## src/rtl/bilinear_pixel_blend_unit_defines.svh

```systemverilog
// ----------------------------------------------------------------------------
// bilinear pixel blend unit assertion macros
// shared concurrent assertion forms for the blend unit modules
// ----------------------------------------------------------------------------
`ifndef BILINEAR_PIXEL_BLEND_UNIT_DEFINES_SVH
`define BILINEAR_PIXEL_BLEND_UNIT_DEFINES_SVH

// same-cycle implication
`define BPB_ASSERT_SAME(lbl, clk, rst, ante, cons, msg) \
  lbl: assert property (@(posedge clk) disable iff (rst) (ante) |-> (cons)) else $error(msg);

// next-cycle implication
`define BPB_ASSERT_NEXT(lbl, clk, rst, ante, cons, msg) \
  lbl: assert property (@(posedge clk) disable iff (rst) (ante) |=> (cons)) else $error(msg);

`endif

```

## src/rtl/bpb_pkg.sv

```systemverilog
// ----------------------------------------------------------------------------
// bpb_pkg
// shared widths, register map, sample format type and sample bias function
// ----------------------------------------------------------------------------
package bpb_pkg;

  localparam int FRAC_W            = 12;
  localparam int FRAC_EXT_W        = 16;
  localparam int SAMPLE_W          = 16;
  localparam int FRAC_BITS_DEFAULT = 12;
  localparam int NUM_TAPS          = 4;

  localparam int APB_ADDR_W = 3;
  localparam int APB_DATA_W = 32;
  localparam int REG_IDX_W  = APB_ADDR_W - 2;

  localparam logic [REG_IDX_W-1:0] REG_IDX_SAMPLE_FORMAT = 1'b0;

  typedef struct packed {
    logic wide;
    logic sgn;
  } fmt_t;

  // flip the sign bit of signed formats and mask 8-bit formats
  function automatic logic [SAMPLE_W-1:0] bias_sample(logic [SAMPLE_W-1:0] raw, fmt_t f);
    logic [SAMPLE_W-1:0] v;
    v = f.wide ? raw : {8'h00, raw[7:0]};
    if (f.sgn) begin
      if (f.wide) begin
        v[15] = ~v[15];
      end else begin
        v[7] = ~v[7];
      end
    end
    return v;
  endfunction

endpackage

```

## src/rtl/bpb_in_if.sv

```systemverilog
// ----------------------------------------------------------------------------
// bpb_in_if
// input channel: fractional position and four corner samples
// ----------------------------------------------------------------------------
interface bpb_in_if;
  logic                          valid;
  logic                          ready;
  logic [bpb_pkg::FRAC_W-1:0]    frac_x;
  logic [bpb_pkg::FRAC_W-1:0]    frac_y;
  logic [bpb_pkg::SAMPLE_W-1:0]  top_left;
  logic [bpb_pkg::SAMPLE_W-1:0]  top_right;
  logic [bpb_pkg::SAMPLE_W-1:0]  bottom_left;
  logic [bpb_pkg::SAMPLE_W-1:0]  bottom_right;

  modport source (output valid, frac_x, frac_y, top_left, top_right, bottom_left,
                  bottom_right, input ready);
  modport sink (input valid, frac_x, frac_y, top_left, top_right, bottom_left,
                bottom_right, output ready);
endinterface

```

## src/rtl/bpb_out_if.sv

```systemverilog
// ----------------------------------------------------------------------------
// bpb_out_if
// output channel: blended sample
// ----------------------------------------------------------------------------
interface bpb_out_if;
  logic                          valid;
  logic                          ready;
  logic [bpb_pkg::SAMPLE_W-1:0]  blended;

  modport source (output valid, blended, input ready);
  modport sink (input valid, blended, output ready);
endinterface

```

## src/rtl/bpb_cfg.sv

```systemverilog
// ----------------------------------------------------------------------------
// bpb_cfg
// apb register slave holding the sample format
// ----------------------------------------------------------------------------
`include "bilinear_pixel_blend_unit_defines.svh"

module bpb_cfg (
  input  logic                             clk,
  input  logic                             rst,
  input  logic                             psel,
  input  logic                             penable,
  input  logic                             pwrite,
  input  logic [bpb_pkg::APB_ADDR_W-1:0]   paddr,
  input  logic [bpb_pkg::APB_DATA_W-1:0]   pwdata,
  output logic [bpb_pkg::APB_DATA_W-1:0]   prdata,
  output logic                             pready,
  output bpb_pkg::fmt_t                    fmt
);

  logic                           wr_en;
  logic [bpb_pkg::REG_IDX_W-1:0]  reg_idx;

  assign pready  = 1'b1;
  assign reg_idx = paddr[bpb_pkg::APB_ADDR_W-1:2];
  assign wr_en   = psel && penable && pwrite && pready &&
                   (reg_idx == bpb_pkg::REG_IDX_SAMPLE_FORMAT);

  always_ff @(posedge clk) begin
    if (rst) begin
      fmt <= '0;
    end else if (wr_en) begin
      fmt <= bpb_pkg::fmt_t'(pwdata[1:0]);
    end
  end

  always_comb begin
    prdata = '0;
    if (reg_idx == bpb_pkg::REG_IDX_SAMPLE_FORMAT) begin
      prdata[1:0] = {fmt.wide, fmt.sgn};
    end
  end

  `BPB_ASSERT_NEXT(a_fmt_write, clk, rst, wr_en, {fmt.wide, fmt.sgn} == $past(pwdata[1:0]), "sample format write lost")

endmodule

```

## src/rtl/bpb_weight.sv

```systemverilog
// ----------------------------------------------------------------------------
// bpb_weight
// three-stage weight generator: capture and bias, fraction products, weights
// ----------------------------------------------------------------------------
`include "bilinear_pixel_blend_unit_defines.svh"

module bpb_weight #(
  parameter int FRAC_BITS = bpb_pkg::FRAC_BITS_DEFAULT
) (
  input  logic                          clk,
  input  logic                          rst,
  input  bpb_pkg::fmt_t                 fmt,
  bpb_in_if.sink                        pix_in,
  output logic                          out_valid,
  input  logic                          out_ready,
  output bpb_pkg::fmt_t                 out_fmt,
  output logic [FRAC_BITS:0]            out_wgt [bpb_pkg::NUM_TAPS],
  output logic [bpb_pkg::SAMPLE_W-1:0]  out_smp [bpb_pkg::NUM_TAPS]
);

  localparam int SUM_W = FRAC_BITS + 3;
  localparam int unsigned SCALE = 1 << FRAC_BITS;
  localparam logic [FRAC_BITS:0] SCALE_V = {1'b1, {FRAC_BITS{1'b0}}};

  logic ready_a, ready_b, ready_c;
  logic va, vb, vc;

  logic [bpb_pkg::FRAC_EXT_W-1:0] fx_ext, fy_ext;

  // stage a
  logic [FRAC_BITS-1:0]           fx_a, fy_a;
  logic [FRAC_BITS:0]             yd_a;
  bpb_pkg::fmt_t                  fmt_a;
  logic [bpb_pkg::SAMPLE_W-1:0]   smp_a [bpb_pkg::NUM_TAPS];

  // stage b
  logic [FRAC_BITS-1:0]           fy_b;
  logic [FRAC_BITS:0]             yd_b, c2_b, c4_b;
  bpb_pkg::fmt_t                  fmt_b;
  logic [bpb_pkg::SAMPLE_W-1:0]   smp_b [bpb_pkg::NUM_TAPS];
  logic [2*FRAC_BITS-1:0]         prod_lo;
  logic [2*FRAC_BITS:0]           prod_hi;

  assign ready_c = !vc || out_ready;
  assign ready_b = !vb || ready_c;
  assign ready_a = !va || ready_b;
  assign pix_in.ready = ready_a;

  assign fx_ext = bpb_pkg::FRAC_EXT_W'(pix_in.frac_x);
  assign fy_ext = bpb_pkg::FRAC_EXT_W'(pix_in.frac_y);

  assign prod_lo = fy_a * fx_a;
  assign prod_hi = yd_a * fx_a;

  always_ff @(posedge clk) begin
    if (rst) begin
      va <= 1'b0;
      vb <= 1'b0;
      vc <= 1'b0;
    end else begin
      if (ready_a) va <= pix_in.valid;
      if (ready_b) vb <= va;
      if (ready_c) vc <= vb;
    end
  end

  always_ff @(posedge clk) begin
    if (ready_a) begin
      fx_a     <= fx_ext[FRAC_BITS-1:0];
      fy_a     <= fy_ext[FRAC_BITS-1:0];
      yd_a     <= SCALE_V - {1'b0, fy_ext[FRAC_BITS-1:0]};
      fmt_a    <= fmt;
      smp_a[0] <= bpb_pkg::bias_sample(pix_in.top_left, fmt);
      smp_a[1] <= bpb_pkg::bias_sample(pix_in.top_right, fmt);
      smp_a[2] <= bpb_pkg::bias_sample(pix_in.bottom_left, fmt);
      smp_a[3] <= bpb_pkg::bias_sample(pix_in.bottom_right, fmt);
    end
    if (ready_b) begin
      fy_b  <= fy_a;
      yd_b  <= yd_a;
      c4_b  <= {1'b0, prod_lo[2*FRAC_BITS-1:FRAC_BITS]};
      c2_b  <= prod_hi[2*FRAC_BITS:FRAC_BITS];
      fmt_b <= fmt_a;
      smp_b <= smp_a;
    end
    if (ready_c) begin
      out_wgt[0] <= yd_b - c2_b;
      out_wgt[1] <= c2_b;
      out_wgt[2] <= {1'b0, fy_b} - c4_b;
      out_wgt[3] <= c4_b;
      out_fmt    <= fmt_b;
      out_smp    <= smp_b;
    end
  end

  assign out_valid = vc;

  `BPB_ASSERT_SAME(a_wgt_sum, clk, rst, vc, (SUM_W'(out_wgt[0]) + SUM_W'(out_wgt[1]) + SUM_W'(out_wgt[2]) + SUM_W'(out_wgt[3])) == SUM_W'(SCALE), "weights do not sum to scale")

endmodule

```

## src/rtl/bpb_mac.sv

```systemverilog
// ----------------------------------------------------------------------------
// bpb_mac
// two-stage multiply and rounded sum, with the output register
// ----------------------------------------------------------------------------
`include "bilinear_pixel_blend_unit_defines.svh"

module bpb_mac #(
  parameter int FRAC_BITS = bpb_pkg::FRAC_BITS_DEFAULT
) (
  input  logic                          clk,
  input  logic                          rst,
  input  logic                          in_valid,
  output logic                          in_ready,
  input  bpb_pkg::fmt_t                 in_fmt,
  input  logic [FRAC_BITS:0]            in_wgt [bpb_pkg::NUM_TAPS],
  input  logic [bpb_pkg::SAMPLE_W-1:0]  in_smp [bpb_pkg::NUM_TAPS],
  bpb_out_if.source                     pix_out
);

  localparam int ACC_W = FRAC_BITS + bpb_pkg::SAMPLE_W;
  localparam int MUL_W = FRAC_BITS + 1 + bpb_pkg::SAMPLE_W;
  localparam logic [ACC_W-1:0] HALF = ACC_W'(1) << (FRAC_BITS - 1);

  logic ready_d, ready_e;
  logic vd, ve;

  logic [ACC_W-1:0]              prod_d [bpb_pkg::NUM_TAPS];
  bpb_pkg::fmt_t                 fmt_d, fmt_e;
  logic [MUL_W-1:0]              mul [bpb_pkg::NUM_TAPS];
  logic [ACC_W-1:0]              acc;
  logic [bpb_pkg::SAMPLE_W-1:0]  rnd;

  assign ready_e  = !ve || pix_out.ready;
  assign ready_d  = !vd || ready_e;
  assign in_ready = ready_d;

  always_comb begin
    for (int i = 0; i < bpb_pkg::NUM_TAPS; i++) begin
      mul[i] = in_wgt[i] * in_smp[i];
    end
  end

  assign acc = prod_d[0] + prod_d[1] + prod_d[2] + prod_d[3] + HALF;
  assign rnd = acc[ACC_W-1:FRAC_BITS];

  always_ff @(posedge clk) begin
    if (rst) begin
      vd <= 1'b0;
      ve <= 1'b0;
    end else begin
      if (ready_d) vd <= in_valid;
      if (ready_e) ve <= vd;
    end
  end

  always_ff @(posedge clk) begin
    if (ready_d) begin
      for (int i = 0; i < bpb_pkg::NUM_TAPS; i++) begin
        prod_d[i] <= mul[i][ACC_W-1:0];
      end
      fmt_d <= in_fmt;
    end
    if (ready_e) begin
      pix_out.blended <= bpb_pkg::bias_sample(rnd, fmt_d);
      fmt_e           <= fmt_d;
    end
  end

  assign pix_out.valid = ve;

  `BPB_ASSERT_SAME(a_narrow_high_zero, clk, rst, ve && !fmt_e.wide, pix_out.blended[15:8] == 8'h00, "8-bit result has high byte set")

endmodule

```

## src/rtl/bilinear_pixel_blend_unit.sv

```systemverilog
// ----------------------------------------------------------------------------
// bilinear_pixel_blend_unit
// pipeline: 3 weight stages and 2 mac stages from input transfer to result valid
// throughput: one transfer per cycle if not stalled; each stage moves on its own ready
// a stalled output holds its result while empty stages upstream keep filling
// reset (rst, synchronous): clears all stage valids and sets format to unsigned 8-bit
// ----------------------------------------------------------------------------
`include "bilinear_pixel_blend_unit_defines.svh"

module bilinear_pixel_blend_unit #(
  parameter int FRAC_BITS = bpb_pkg::FRAC_BITS_DEFAULT
) (
  input  logic                             clk,
  input  logic                             rst,
  input  logic                             psel,
  input  logic                             penable,
  input  logic                             pwrite,
  input  logic [bpb_pkg::APB_ADDR_W-1:0]   paddr,
  input  logic [bpb_pkg::APB_DATA_W-1:0]   pwdata,
  output logic [bpb_pkg::APB_DATA_W-1:0]   prdata,
  output logic                             pready,
  bpb_in_if.sink                           pix_in,
  bpb_out_if.source                        pix_out
);

  bpb_pkg::fmt_t                 fmt;
  logic                          w_valid, w_ready;
  bpb_pkg::fmt_t                 w_fmt;
  logic [FRAC_BITS:0]            w_wgt [bpb_pkg::NUM_TAPS];
  logic [bpb_pkg::SAMPLE_W-1:0]  w_smp [bpb_pkg::NUM_TAPS];

  bpb_cfg u_cfg (
    .clk     (clk),
    .rst     (rst),
    .psel    (psel),
    .penable (penable),
    .pwrite  (pwrite),
    .paddr   (paddr),
    .pwdata  (pwdata),
    .prdata  (prdata),
    .pready  (pready),
    .fmt     (fmt)
  );

  bpb_weight #(.FRAC_BITS(FRAC_BITS)) u_weight (
    .clk       (clk),
    .rst       (rst),
    .fmt       (fmt),
    .pix_in    (pix_in),
    .out_valid (w_valid),
    .out_ready (w_ready),
    .out_fmt   (w_fmt),
    .out_wgt   (w_wgt),
    .out_smp   (w_smp)
  );

  bpb_mac #(.FRAC_BITS(FRAC_BITS)) u_mac (
    .clk      (clk),
    .rst      (rst),
    .in_valid (w_valid),
    .in_ready (w_ready),
    .in_fmt   (w_fmt),
    .in_wgt   (w_wgt),
    .in_smp   (w_smp),
    .pix_out  (pix_out)
  );

  `BPB_ASSERT_SAME(a_empty_out_ready, clk, rst, !pix_out.valid, pix_in.ready, "input stalled while output register empty")

endmodule
```

## src/flat_wrapper.sv

```systemverilog
// flat-port wrapper written by rule: the top's interface ports become plain ports
module bilinear_pixel_blend_unit_flat 
#(
  parameter int FRAC_BITS = bpb_pkg::FRAC_BITS_DEFAULT
)
  (clk, rst, psel, penable, pwrite, paddr, pwdata, prdata, pready, pix_in_valid, pix_in_frac_x, pix_in_frac_y, pix_in_top_left, pix_in_top_right, pix_in_bottom_left, pix_in_bottom_right, pix_in_ready, pix_out_valid, pix_out_blended, pix_out_ready);
  bpb_in_if pix_in_i ();
  bpb_out_if pix_out_i ();
  input  logic clk;
  input  logic rst;
  input  logic psel;
  input  logic penable;
  input  logic pwrite;
  input  logic [bpb_pkg::APB_ADDR_W-1:0] paddr;
  input  logic [bpb_pkg::APB_DATA_W-1:0] pwdata;
  output logic [bpb_pkg::APB_DATA_W-1:0] prdata;
  output logic pready;
  input wire logic [$bits(pix_in_i.valid)-1:0] pix_in_valid;
  input wire logic [$bits(pix_in_i.frac_x)-1:0] pix_in_frac_x;
  input wire logic [$bits(pix_in_i.frac_y)-1:0] pix_in_frac_y;
  input wire logic [$bits(pix_in_i.top_left)-1:0] pix_in_top_left;
  input wire logic [$bits(pix_in_i.top_right)-1:0] pix_in_top_right;
  input wire logic [$bits(pix_in_i.bottom_left)-1:0] pix_in_bottom_left;
  input wire logic [$bits(pix_in_i.bottom_right)-1:0] pix_in_bottom_right;
  output wire logic [$bits(pix_in_i.ready)-1:0] pix_in_ready;
  output wire logic [$bits(pix_out_i.valid)-1:0] pix_out_valid;
  output wire logic [$bits(pix_out_i.blended)-1:0] pix_out_blended;
  input wire logic [$bits(pix_out_i.ready)-1:0] pix_out_ready;
  assign pix_in_i.valid = pix_in_valid;
  assign pix_in_i.frac_x = pix_in_frac_x;
  assign pix_in_i.frac_y = pix_in_frac_y;
  assign pix_in_i.top_left = pix_in_top_left;
  assign pix_in_i.top_right = pix_in_top_right;
  assign pix_in_i.bottom_left = pix_in_bottom_left;
  assign pix_in_i.bottom_right = pix_in_bottom_right;
  assign pix_in_ready = pix_in_i.ready;
  assign pix_out_valid = pix_out_i.valid;
  assign pix_out_blended = pix_out_i.blended;
  assign pix_out_i.ready = pix_out_ready;
  bilinear_pixel_blend_unit #(.FRAC_BITS(FRAC_BITS)) u_core (.clk(clk), .rst(rst), .psel(psel), .penable(penable), .pwrite(pwrite), .paddr(paddr), .pwdata(pwdata), .prdata(prdata), .pready(pready), .pix_in(pix_in_i), .pix_out(pix_out_i));
endmodule
```

## config.mk

```make
export PLATFORM = sky130hd
export DESIGN_NAME = bilinear_pixel_blend_unit_flat
export DESIGN_NICKNAME = d
export VERILOG_FILES = /design/src/rtl/bpb_pkg.sv /design/src/rtl/bpb_in_if.sv /design/src/rtl/bpb_out_if.sv /design/src/rtl/bpb_cfg.sv /design/src/rtl/bpb_weight.sv /design/src/rtl/bpb_mac.sv /design/src/rtl/bilinear_pixel_blend_unit.sv /design/src/flat_wrapper.sv
export VERILOG_INCLUDE_DIRS = /design/src /design/src/rtl
export SDC_FILE = /design/constraint.sdc
export NUM_CORES = 2
export LEC_CHECK = 0
export ABC_AREA = 0
export BUFFER_PORTS_ARGS = -buffer_cell sky130_fd_sc_hd__buf_2
export CORE_MARGIN = 3
export CORE_UTILIZATION = 30
export CTS_CLUSTER_SIZE = 24
export DETAILED_ROUTE_END_ITERATION = 8
export HOLD_SLACK_MARGIN = 0.03
export PLACE_DENSITY_LB_ADDON = 0.08
export RECOVER_POWER = 100
export SLEW_MARGIN = 20
export SYNTH_ARGS = -nofsm -noshare
export SYNTH_HDL_FRONTEND = slang
export SYNTH_SLANG_ARGS = --single-unit
```

## constraint.sdc

```tcl
create_clock -name clk -period 5.8 [get_ports clk]
set_input_delay 0.87 -clock clk [delete_from_list [all_inputs] [get_ports clk]]
set_output_delay 0.87 -clock clk [all_outputs]
set_load 0.1 [all_outputs]
```

Yosys cells after proc, flatten, opt, wreduce, memory -nomap -nowiden. Memory sizes are Yosys's and may differ from the RTL's. Index checks and enable logic that the tools add are counted.

Bits in registers: 361. Bits in latches: 0. Memory bits (writable): 112. ROM bits: 0. Input bits: 130. Output and inout bits: 51. Word-level logic and storage cells: 110. Memories: 1.

Memory list: u_core.u_mac.prod_d (words 4, bits a word 28, rd ports 4, clocked after memory_dff 0, write ports 4, line bpb_mac.sv:27) `logic [ACC_W-1:0] prod_d [bpb_pkg::NUM_TAPS];`.

$add $sub $neg: 7. $mul: 6. Divide/modulo/power cells: 0. $lt $le $gt $ge: 0. Equal/unequal tests: 0. Shifts and indexed selects: 0. Mux-type cells: 28. Bitwise operators: 11. Reductions and logical operators: 13.

Operators by type and width (number): $add A28 B28 Y28 (3); $mul A13 B16 Y28 (3); $mux W16 (5); $add A28 B12 Y28 const B (1); $mul A12 B16 Y28 (1); $mul A13 B12 Y25 (1); $mul A12 B12 Y24 (1); $mux W1 (22); $sub A12 B12 Y13 (1); $sub A13 B12 Y13 const A (1); $sub A13 B13 Y13 (1); $not A1 Y1 (11); $logic_not A1 Y1 (5); $logic_or A1 B1 Y1 (5); $logic_and A1 B1 Y1 (3); $mux W2 (1).

Longest topological paths before layout. An unclocked memory read counts as a cell.

Depth in word-level cells: 9. Gate-level depth with buffers: 22. Gate-level depth less buffers: 21.

Cells and area by module. Synthesis repeated with hierarchy kept, for this count alone.

Cell total of the unflattened synthesis: 5271. Area total of the unflattened synthesis: 54393.4 sq um.

Modules (own cells, without submodules): bpb_mac (times used 1, cells each 3546, area each 33175.6 sq um, sequential area each 3943.8 sq um); bpb_weight (times used 1, cells each 1681, area each 20865.0 sq um, sequential area each 10089.7 sq um); bpb_cfg (times used 1, cells each 44, area each 352.8 sq um, sequential area each 40.0 sq um).

Worst setup path after synthesis. No wires, ideal clock.

Kind: register -> register. Start point: reg u_core.u_mac.ve (netlist: u_core.u_mac.pix_out.valid). End point: reg u_core.u_weight.fmt_a[0] in the netlist's numbering, enable pin. Setup time: 1.491 ns. Arrival time: 4.516 ns. Required time: 4.309 ns. Path slack: -0.207 ns. Stages on the path, launching flop included: 4. Buffers on the path: 0. Clock period less this slack: 6.007 ns. Path through: dfxtp_1 > nor2b_1 > and3_1 > nand3_1.

Cells in the longest elaborated chain, start to end: 6.

RTL lines: start, declared (line bpb_mac.sv:25) `logic vd, ve;`; start signal, assigned (line bpb_mac.sv:52) `if (ready_e) ve <= vd;`; $logic_not A1 Y1 (line bpb_mac.sv:33) `assign ready_e = !ve || pix_out.ready;`; $logic_or A1 B1 Y1 (line bpb_mac.sv:33); $logic_or A1 B1 Y1 (line bpb_mac.sv:34) `assign ready_d = !vd || ready_e;`; $logic_or A1 B1 Y1 (line bpb_weight.sv:44) `assign ready_c = !vc || out_ready;`; $logic_or A1 B1 Y1 (line bpb_weight.sv:45) `assign ready_b = !vb || ready_c;`; $logic_or A1 B1 Y1 (line bpb_weight.sv:46) `assign ready_a = !va || ready_b;`; net pix_in_ready (line flat_wrapper.sv:25) `output wire logic [$bits(pix_in_i.ready)-1:0] pix_in_ready;`; end signal, assigned (line bpb_weight.sv:72) `fmt_a <= fmt;`; end, declared (line bpb_weight.sv:33) `bpb_pkg::fmt_t fmt_a;`.

The timed path passes the listed nets, and every way through them passes these cells. A chain may end at the register's enable or synchronous reset.

==> results by group <==
Clock tree
  – Hold buffers post-CTS: 0
  – CTS Buffer Depth: 3
  – Cts bufs inserted: 60
  – Worst skew pair latency: 0.69 ns
  – Clk slew on worst S/H paths: 0.06 ns
  – H-Tree Depth: 2
  – CTS Sinks: 471
  – Root buffer cell: clkbuf_16
  – Clock tree from TritonCTS: built

Detailed routing
  – Metal3 WL: 3.80 mm
  – Post-Route WL: 141 mm
  – WL met1: 67.3 mm
  – WL met2: 68.1 mm
  – Highest routed layer: met4
  – Total vias in the final route: 34800
  – Detailed Routing Iterations Pass 1: 5
  – Drt initial violations: 1508
  – WL/cell: 17.6 um
  – # DRC: 0
  – Antenna Nets Post-Route: 0
  – DR vias/cell: 4.35

Critical path
  – Worst Reg-to-Reg Cells: 22
  – Critical Path Source Type: register
  – RR Startpoint: u_core.u_weight.out_wgt[42]
  – CP arrival: 6.25 ns
  – Critical Path Sink Type: register
  – Flop-to-flop setup slack: 0.05 ns
  – CP max FO: 4
  – Worst path required time: 6.30 ns
  – Crit path kind: reg2reg
  – Reg2reg end: u_core.u_mac.prod_d[0][27]

Timing
  – RSZ-0062 raised after global routing: true
  – Slew HR: -1.57
  – Slew Viols, Final: 333
  – Finish-stage setup viols: 0
  – Fmax: 174 MHz
  – Fin crit share: 0.991
  – Worst clock skew: 0.0380 ns
  – Slew at the pin closest to its max-slew limit: 3.86 ns
  – Final hold vios: 0
  – Tmin final: 5.75 ns
  – Hold slack: 0.354 ns

Synthesis
  – Post-synthesis simple-gate area fraction: 0.131
  – Mapped Cells: 5162
  – Post-synthesis mux area share: 0.000562
  – Yosys top cell area share: 0.323
  – Main combinational cell family by area after synthesis: adder cells
  – Post-synthesis xor/xnor area fraction: 0.0279
  – Syn avg cell area: 10.4 um^2
  – Top cells by area, synth: fa_1 (32%), edfxtp_1 (26%), ha_1 (11%), inv_1 (8.2%), and2_1 (6.2%)
  – EDFF count, synth: 464
  – Synth unique cells: 71
  – Sequential fraction of the synthesis area: 0.263
  – FFs w/ async S/R, synth: 0
  – Adder-cell share of the synthesized area: 0.433
  – Seq cells post-synth: 471
  – Post-synth top area cell: fa_1
  – Synthesized area: 53400 um^2
  – Ys flop type: edfxtp_1
  – Complex-gate fraction of the synthesized area: 0.0453
  – Yosys warns: 0

Die
  – Initial core utilization: 0.302
  – Die Ht: 428 um
  – Die area: 183000 um^2
  – Site row count: 154
  – Die W: 428 um
  – # IOs: 181
  – Core area: 177000 um^2

Global routing
  – Initial antenna violation count: 7
  – Pin count of the biggest net entering global routing: 75
  – First-pass GRT wire length: 225 mm
  – GR Overflow Total: 0
  – Vias in the first global route: 38100
  – GRT Resource Usage Total: 0.158

Finish
  – Commonest cells after routing, fill and taps aside: inv_1 (1155), fa_1 (858), nand2_1 (672)
  – # fillers: 18000
  – Nets: 7086
  – Layout Cells excl Fill: 8011
  – Most common cell after layout, fill and taps aside: inv_1
  – Share of post-route cells with drive strength above 1: 0.127
  – Final Cell Area: 62500 um^2
  – Layout area overhead: 16.9%

Placed design
  – Routability congestion estimate: 0.809
  – Placed insts: 7853
  – PortBufs: 117
  – Dpl hpwl: 117 mm
  – Area after DPL: 59800 um^2

Job
  – Max-cap violations: 7

Status
  – Status: finished, violations left
  – Failing checks: max-capacitance violations, max-slew violations

Worst hold path
  – Worst Min Path Start: pix_in_frac_x[2]
  – Hold Path Sink: u_core.u_weight.fx_a[2]
  – Hold depth: 1
  – Hold crit path type: in2reg
registers in the layout (all words and copies together), names as in the netlist, 2 cells and up:
| name | flops |
|---|---|
| u_core.u_weight.c2_b | 13 |
| u_core.u_weight.yd_a | 12 |
| u_core.u_weight.yd_b | 12 |
| u_core.u_weight.fy_a | 12 |
| u_core.u_weight.fmt_b | 2 |
| u_core.u_weight.c4_b | 12 |
| u_core.u_weight.out_wgt | 51 |
| u_core.u_mac.prod_d | 112 |
| u_core.u_weight.smp_b | 64 |
| u_core.u_weight.fmt_a | 2 |
| u_core.u_weight.fy_b | 12 |
| u_core.u_weight.out_smp | 64 |
| u_core.u_weight.smp_a | 64 |
| u_core.u_weight.out_fmt | 2 |
| u_core.u_mac.fmt_d | 2 |
| u_core.u_weight.fx_a | 12 |
| u_core.u_cfg.fmt | 2 |
| u_core.u_mac.pix_out.blended | 16 |
cell type report:
cell class | instances | area (um^2) | area share
clock inverter | 39 | 357 | 0.00571
inverter | 1171 | 4400 | 0.0703
tap | 2340 | 2930 | 0.0468
antenna | 1 | 2.50 | 0.0000400
sequential | 471 | 14100 | 0.225
clock buffer | 69 | 1580 | 0.0252
multi-input combinational | 3348 | 34800 | 0.556
timing repair buffer | 572 | 4390 | 0.0702
how the worst max path moves through the flow:
| stage | start | end | slack [ns] | cells after the start |
|---|---|---|---|---|
| 2_1_floorplan | u_core.u_weight.out_wgt[17] | u_core.u_mac.prod_d[2][26] | 0.18 | 20 |
| 3_3_place_gp | u_core.u_weight.out_wgt[27] | u_core.u_mac.prod_d[1][27] | -0.13 | 21 |
| 3_5_place_dp | u_core.u_weight.out_wgt[27] | u_core.u_mac.prod_d[1][27] | -0.14 | 21 |
| 4_1_cts | u_core.u_weight.out_wgt[40] | u_core.u_mac.prod_d[0][26] | 0.0007 | 21 |
| 5_1_grt | u_core.u_weight.out_wgt[40] | u_core.u_mac.prod_d[0][27] | -0.13 | 20 |
| 6_report | u_core.u_weight.out_wgt[42] | u_core.u_mac.prod_d[0][27] | 0.05 | 22 |
worst max-delay path, stage by stage, from the launching register on:
cell and delay [ns]:
edfxtp_1 0.44, buf_4 0.18, buf_4 0.14, and2_1 0.14, fa_1 0.48, inv_1 0.05
fa_1 0.47, inv_1 0.05, fa_1 0.51, fa_1 0.50, inv_1 0.05, fa_1 0.48
inv_1 0.07, ha_4 0.17, a21oi_2 0.13, and2_4 0.15, and3_4 0.16, o21ai_2 0.06
a41o_1 0.23, a2111o_1 0.47, a31o_4 0.26, o2111a_1 0.24, a211oi_2 0.13
layer usage:
metal,GRT usage,vias to the layer above
met5,0,-
met2,0.271,358
met3,0.0147,86
met4,0.0258,0
met1,0.220,17700
li1,-,16700
cell families (layout without fill, tap and decap cells):
group / after synthesis / count (layout)
AOI/OAI and AO/OA: 370 / 370
xor gates and xnor gates: 170 / 170
adders and majority gates: 1332 / 1332
buffers and inverters: 1372 / 1851
DFF: 471 / 471
muxes: 3 / 3
other: 2 / 32
and+or+nand+nor: 1442 / 1442
Yosys cell counts (3+ instances only):
library cell     n
nor2b_1         19
dfxtp_1          7
edfxtp_1       464
a211o_1          5
clkbuf_1       170
o311ai_0         3
o21a_1          31
a21oi_1        105
nand3b_1         4
xnor2_1        129
xor2_1          41
o31ai_1          8
nand3_1         27
o41ai_1          4
a41o_1           3
and3_1          12
o21bai_1        20
or2_2            3
a31o_2           5
and2_1         528
nor2_1         108
buf_4           31
o2111ai_1        3
mux2i_1          3
a211oi_2         3
a211oi_1        10
ha_1           470
nor3_1          29
nand2b_1        16
nand2_1        672
o21ai_0         70
or3_1           10
inv_1         1171
nand4_1          4
a31oi_1         15
o211ai_1         5
fa_1           862
o22ai_1          3
a21o_1          39
a21boi_0        10
through the flow:
| stage | utilization | setup TNS [ns] | setup WS (ns) |
|---|---|---|---|
| 2_1_floorplan | - | 0 | 0.177 |
| 3_3_place_gp | 0.338 | -0.401 | -0.133 |
| 3_5_place_dp | 0.338 | -0.376 | -0.139 |
| 4_1_cts | 0.350 | 0 | 0.000730 |
| 5_1_grt | 0.354 | -1.05 | -0.130 |
| 6_report | 0.354 | 0 | 0.0509 |
what timing repair did:
action / 4_1_cts / 5_1_grt
pin swaps: 20 / 84
setup endpoints to repair: 8 / 37
cloned: 0 / 1
endpoints found under the hold margin: 0 / 0
gates resized for setup: 29 / 115
setup buffers: 14 / 38
Power is not shown: default switching activity piles up to over one toggle a cycle in this logic, so the estimate is an artifact.
